$ cat src/rtl/qcm_pkg.sv
// Shared widths, types and fixed-point helpers for the quaternion-to-matrix core.
package qcm_pkg;

  localparam int COMP_WIDTH = 16;
  localparam int FRAC_BITS  = COMP_WIDTH - 1;
  localparam int PROD_W     = 2 * COMP_WIDTH;
  localparam int SUM_W      = PROD_W + 2;
  localparam int SHR_W      = SUM_W + 1 - FRAC_BITS;
  localparam int QDEPTH     = 2;
  localparam int QPTR_W     = $clog2(QDEPTH);

  typedef logic signed [COMP_WIDTH-1:0] comp_t;
  typedef logic signed [PROD_W-1:0]     prod_t;
  typedef logic signed [SUM_W-1:0]      sum_t;
  typedef logic [1:0]                   row_t;

  localparam row_t ROW_0 = 2'd0;
  localparam row_t ROW_1 = 2'd1;
  localparam row_t ROW_2 = 2'd2;

  typedef struct packed {
    comp_t w;
    comp_t x;
    comp_t y;
    comp_t z;
  } quat_t;

  // Round an exact Q.2F sum to Q.F (ties toward plus infinity) and saturate.
  function automatic comp_t round_sat(input sum_t s);
    logic signed [SUM_W:0]                   t;
    logic signed [SHR_W-1:0]                 sh;
    logic [SHR_W-COMP_WIDTH:0]               hi;
    comp_t                                   r;
    t  = {s[SUM_W-1], s} + (SUM_W+1)'(1 << (FRAC_BITS - 1));
    sh = t[SUM_W:FRAC_BITS];
    hi = sh[SHR_W-1:COMP_WIDTH-1];
    if ((&hi) || !(|hi)) begin
      r = sh[COMP_WIDTH-1:0];
    end else if (sh[SHR_W-1]) begin
      r = {1'b1, {(COMP_WIDTH-1){1'b0}}};
    end else begin
      r = {1'b0, {(COMP_WIDTH-1){1'b1}}};
    end
    return r;
  endfunction

endpackage

$ cat src/rtl/qcm_fifo.sv
// Short queue of product quaternions between front and back ends.
module qcm_fifo (
  input  logic           clk,
  input  logic           rst_n,
  input  logic           push_valid,
  input  qcm_pkg::quat_t push_data,
  output logic           push_ready,
  output logic           pop_valid,
  output qcm_pkg::quat_t pop_data,
  input  logic           pop_ready
);
  import qcm_pkg::*;

  quat_t             mem_r [QDEPTH];
  logic [QPTR_W-1:0] wr_ptr_r;
  logic [QPTR_W-1:0] rd_ptr_r;
  logic [QPTR_W:0]   cnt_r;
  logic              push;
  logic              pop;

  assign push_ready = (cnt_r != (QPTR_W+1)'(QDEPTH));
  assign pop_valid  = (cnt_r != '0);
  assign pop_data   = mem_r[rd_ptr_r];
  assign push       = push_valid && push_ready;
  assign pop        = pop_valid && pop_ready;

  always_ff @(posedge clk) begin
    if (!rst_n) begin
      wr_ptr_r <= '0;
      rd_ptr_r <= '0;
      cnt_r    <= '0;
    end else begin
      if (push) wr_ptr_r <= (wr_ptr_r == QPTR_W'(QDEPTH - 1)) ? '0 : wr_ptr_r + 1'b1;
      if (pop)  rd_ptr_r <= (rd_ptr_r == QPTR_W'(QDEPTH - 1)) ? '0 : rd_ptr_r + 1'b1;
      if (push && !pop) begin
        cnt_r <= cnt_r + 1'b1;
      end else if (pop && !push) begin
        cnt_r <= cnt_r - 1'b1;
      end
    end
  end

  always_ff @(posedge clk) begin
    if (push) mem_r[wr_ptr_r] <= push_data;
  end

endmodule

$ cat config.mk
export PLATFORM = sky130hd
export DESIGN_NAME = qcm_fifo
export DESIGN_NICKNAME = d
export VERILOG_FILES = /design/src/rtl/qcm_pkg.sv /design/src/rtl/qcm_fifo.sv
export SDC_FILE = /design/constraint.sdc
export NUM_CORES = 1
export LEC_CHECK = 0
export ABC_AREA = 0
export BUFFER_PORTS_ARGS = -buffer_cell sky130_fd_sc_hd__buf_4
export CAP_MARGIN = 20
export CORE_MARGIN = 2
export CORE_UTILIZATION = 55
export DETAILED_ROUTE_END_ITERATION = 10
export GPL_TIMING_DRIVEN = 1
export MAX_ROUTING_LAYER = met4
export PLACE_DENSITY = 0.83
export SLEW_MARGIN = 10
export SYNTH_ARGS = -nofsm -noshare
export SYNTH_HDL_FRONTEND = slang
export SYNTH_SLANG_ARGS = --single-unit
export TNS_END_PERCENT = 1
$ cat constraint.sdc
create_clock -name clk -period 6.9 [get_ports clk]
set_clock_uncertainty 0.2 [all_clocks]
set_input_delay 0.69 -clock clk [delete_from_list [all_inputs] [get_ports clk]]
set_output_delay 0.69 -clock clk [all_outputs]
set_load 0.01 [all_outputs]
After elaboration in Yosys (flattened, before gate mapping)
Memories as Yosys holds them, arrays and structs flattened. A register that Yosys moved wholly into a read port is not among the register bits.
Index checks and enable logic that the tools add are counted.
{"block": "classes", "n_addsub": 4, "n_eq_ne": 1, "n_mux": 8, "n_reduce_logical": 8}
{"operator": "1-bit 2-to-1 mux", "n": 6}
{"operator": "1-bit logical AND", "n": 4}
{"operator": "2-bit 2-to-1 mux", "n": 2}
{"operator": "2-bit nonzero test", "n": 2}
{"operator": "1-bit adder, second input constant", "n": 2}
{"operator": "2-bit by 1-bit adder with 2-bit output, second input constant", "n": 1}
{"operator": "1-bit logical NOT", "n": 2}
{"operator": "2-bit inequality test, second input constant", "n": 1}
{"operator": "2-bit by 1-bit subtractor with 2-bit output, second input constant", "n": 1}
{"block": "word_totals", "regBits": 4, "ramBits": 128, "in_bits": 68, "output_inout_bits": 66, "elab_cells": 25, "mem_count": 1}
{"name": "mem_r", "words": 2, "width": 64, "read_ports": 1, "rd_clocked_by_memory_dff": 1, "wr": 1, "line_no": "qcm_fifo.sv:14", "source": "quat_t mem_r [QDEPTH];"}

Logic depth before layout (Yosys ltp)
{"block": "logic_depth", "ltp_word": 6, "mapped_depth": 6, "ltp_nobuf": 6}

Worst setup path before layout
OpenSTA, ideal clock, no wires.
{"block": "synth_path", "path_type": "input-to-reg", "startpoint": "input port push_valid", "endpoint": "memory mem_r[1][0] in the netlist's numbering (enable)", "setup_ps": 429, "arrival_ps": 2245, "required_ps": 6271, "slack_ps": 4026, "cell_stages": 1, "path_buffers": 0, "path_cell_list": "and3_1"}
{"block": "synth_via", "elab_chain_cells": 3}
{"element": "start, declared", "line_no": "qcm_fifo.sv:5", "source": "input logic push_valid,"}
{"element": "1-bit logical AND", "line_no": "qcm_fifo.sv:24", "source": "assign push = push_valid && push_ready;"}
{"element": "1-bit 2-to-1 mux", "line_no": "qcm_fifo.sv:44", "source": "if (push) mem_r[wr_ptr_r] <= push_data;"}
{"element": "1-bit 2-to-1 mux (not written as such)", "line_no": "qcm_fifo.sv:44"}
{"element": "end, declared", "line_no": "qcm_fifo.sv:14"}
Every way passes these cells.

==> flow_summary.toml <==
[global_routing]
grt-busiest-layer = "met2"
grt_overflow = 0
first_global_vias = 2679
grt_pass1_wl_mm = 13.2
grt_start_max_net_pins = 65
use_met3 = 0.0694
track_usage = 0.189
antenna_found_initial = 0
grt.met2_usage = 0.312
use_met1 = 0.218

[sta]
worst_slack_ps = 3630
rsz0062_at_grt = "no"
tightest_slew_ps = 839
tns_ps = 0
fin_crit_ps = 3270
fin_crit_sh = 0.474
slew-limit-headroom = 0.440
hold_viol_final = 0
finalSetupViolations = 0
drv_slew = 0
max_clock_freq_mhz = 306

[finish]
area_delta_synth_final_pct = 34.7
fill_cells = 516
nets = 440
antenna_cells = 0
fin_util = 0.758
drive_above_1_share = 0.611

[setup_path]
cp_data_required_time_ps = 6010
start_kind = "flop"
slowest_stage = "dfxtp_2"
cp_cell_sequence = "buf_4 > mux2_2 > buf_4"
critPathMaxFanout = 37
path_delay_family = "flip-flops"
timing_worst_setup_path_type = "reg2out"
cp-end-kind = "primary output"
crit_arrival_ps = 2380
crit_top_cell = "buf_4"
max_stage_delay_ps = 760
path_buf_inv = 2

[clock_network]
cts_buffers = 17
cts_tree = "done"
htree_levels = 4
clk_pin_slew_ps = 60
clock_latency_ps = 500
cts_setup_buffers = 0
clock_path_buffers = 2
cts_root_buf = "clkbuf_8"
cts_resized = 0
hold_buffers = 0
cts.sinks = 133

[die]
rows = 34
core-area_mm2 = 0.00864
die-area_mm2 = 0.00960
die_w_um = 98.0
pin_count = 134
start_util = 0.562
die_h_um = 98.0

[yosys]
syn_inst = 223
synth_area_leaders = "edfxtp_1, mux2_2, dfxtp_1, buf_4, and2_1"
avgSynthCellArea_um2 = 21.8
syn-num-nets = 292
syn_area_mm2 = 0.00486
ys_warn_count = 0
seq_area_frac_synth = 0.812
synth_top_cell_area_share = 0.791
ys_seq_elements = 133
ys_types = 20
synth_area_leader_cell = "edfxtp_1"

[place]
gp_congestion = 0.724
hpwlAfterDp_mm = 5.35
io_buffers = 133
dp_slack_ps = 4120

[job]
cap_viol_max_count = 0

[routing]
dr.pass1.iters = 4
routed_wirelength_mm = 8.59
vias_per_cell = 5.08
drc = 0
drtAntennaViolNets = 0
wire_per_inst_um = 17.5
drtIter0Drc = 158
vias = 2494

[power]
p_leak_nw = 2.45
irDropWorstVdd_uv = 221
power_per_cell_area_mw_per_mm2 = 383

[run_status]
status = "finished clean"

[worst_hold_path]
hold_path.class = "in2reg"
-- layout by cell type (no fill, tap or decap), drive strengths merged --
| cell type | count |
|---|---|
| buf | 136 |
| edfxtp | 128 |
| mux2 | 64 |
| clkbuf | 18 |
| dfxtp | 5 |
| clkinv | 5 |
| and2 | 4 |
| clkinvlp | 4 |
| bufinv | 3 |
| xnor2 | 2 |
| o21ai | 2 |
| inv | 2 |
| a21boi | 2 |
| nand2b | 1 |
| or2 | 1 |
| and3 | 1 |
| nand3b | 1 |
| a21bo | 1 |
| xor2 | 1 |
| or3 | 1 |
| ha | 1 |
-- worst register-to-register path, cell delays in order (launching register included) --
cell      delay (ps)
dfxtp_1          410
nand2b_4         190
nand3b_1         120
inv_2            290
buf_4            610
-- area by class of cell --
class                   instances  area (µm²)  share of cell area
flip-flops and latches        133        3950               0.603
well taps                     108         135              0.0207
inverters                       1        3.75            0.000574
repair buffers                136        1020               0.156
multi-input cells              82         861               0.132
clock inverters                13         159              0.0243
clock buffers                  18         418              0.0639
-- per-layer routing --
layer / vias up / wire, µm
li1: 1176 / -
met1: 1226 / 3520
met2: 90 / 4480
met3: 2 / 564
met4: 0 / 31
met5: - / 0
-- path summary, 6_finish.rpt --
| path | startpoint | end | slack (ps) | cells after the start |
|---|---|---|---|---|
| min | push_data[45] | mem_r[1][45]$_DFFE_PP_ | 170 | 1 |
| max reg2reg | cnt_r[0]$_SDFFE_PN0P_ | mem_r[0][61]$_DFFE_PP_ | 4660 | 4 |
| min reg2reg | cnt_r[1]$_SDFFE_PN0P_ | cnt_r[1]$_SDFFE_PN0P_ | 360 | 2 |
| max | flop | pop_data[18] | 3630 | 3 |
-- cell usage after synthesis --
cell type,number
a21boi_0,1
xnor2_1,2
buf_4,6
a21boi_1,1
or3_1,1
and2_1,4
xor2_1,1
edfxtp_1,128
dfxtp_1,5
buf_2,1
o21ai_1,1
nand2b_4,1
and3_1,1
or2_2,1
o21ai_0,1
mux2_2,64
inv_1,1
nand3b_1,1
a21bo_2,1
ha_1,1
-- report_power, final --
group / internal, W / switching (W)
Sequential: 0.00101 / 0.0000496
Combinational: 0.000321 / 0.000264
Clock: 0.000546 / 0.000312
-- flip-flops by register name (all words and copies together) (netlist names), named ones only --
register / cells
wr_ptr_r: 1
cnt_r: 2
rd_ptr_r: 1
mem_r: 128
-- cells by family (layout without fill, tap and decap cells) --
group	after synthesis	after routing	synth area share
xor+xnor	3	3	0.00541
mux	64	64	0.148
flops	133	133	0.812
simple gates	9	9	0.0134
fa+ha+maj	1	1	0.00258
buf+inv	8	168	0.0111
compound gates	5	5	0.00721
-- metrics by stage --
stage                     hold WS [ps]  cells  instance area (µm²)  power (W)
final                              168    491                 6540    0.00250
after global routing               140    491                 6540    0.00261
after CTS                          147    491                 6540    0.00253
after detailed placement           343    460                 5970    0.00167
after global placement             326    460                 5970    0.00165
after floorplan                    312    223                 4860    0.00140
(Power assumes the default switching activity.)
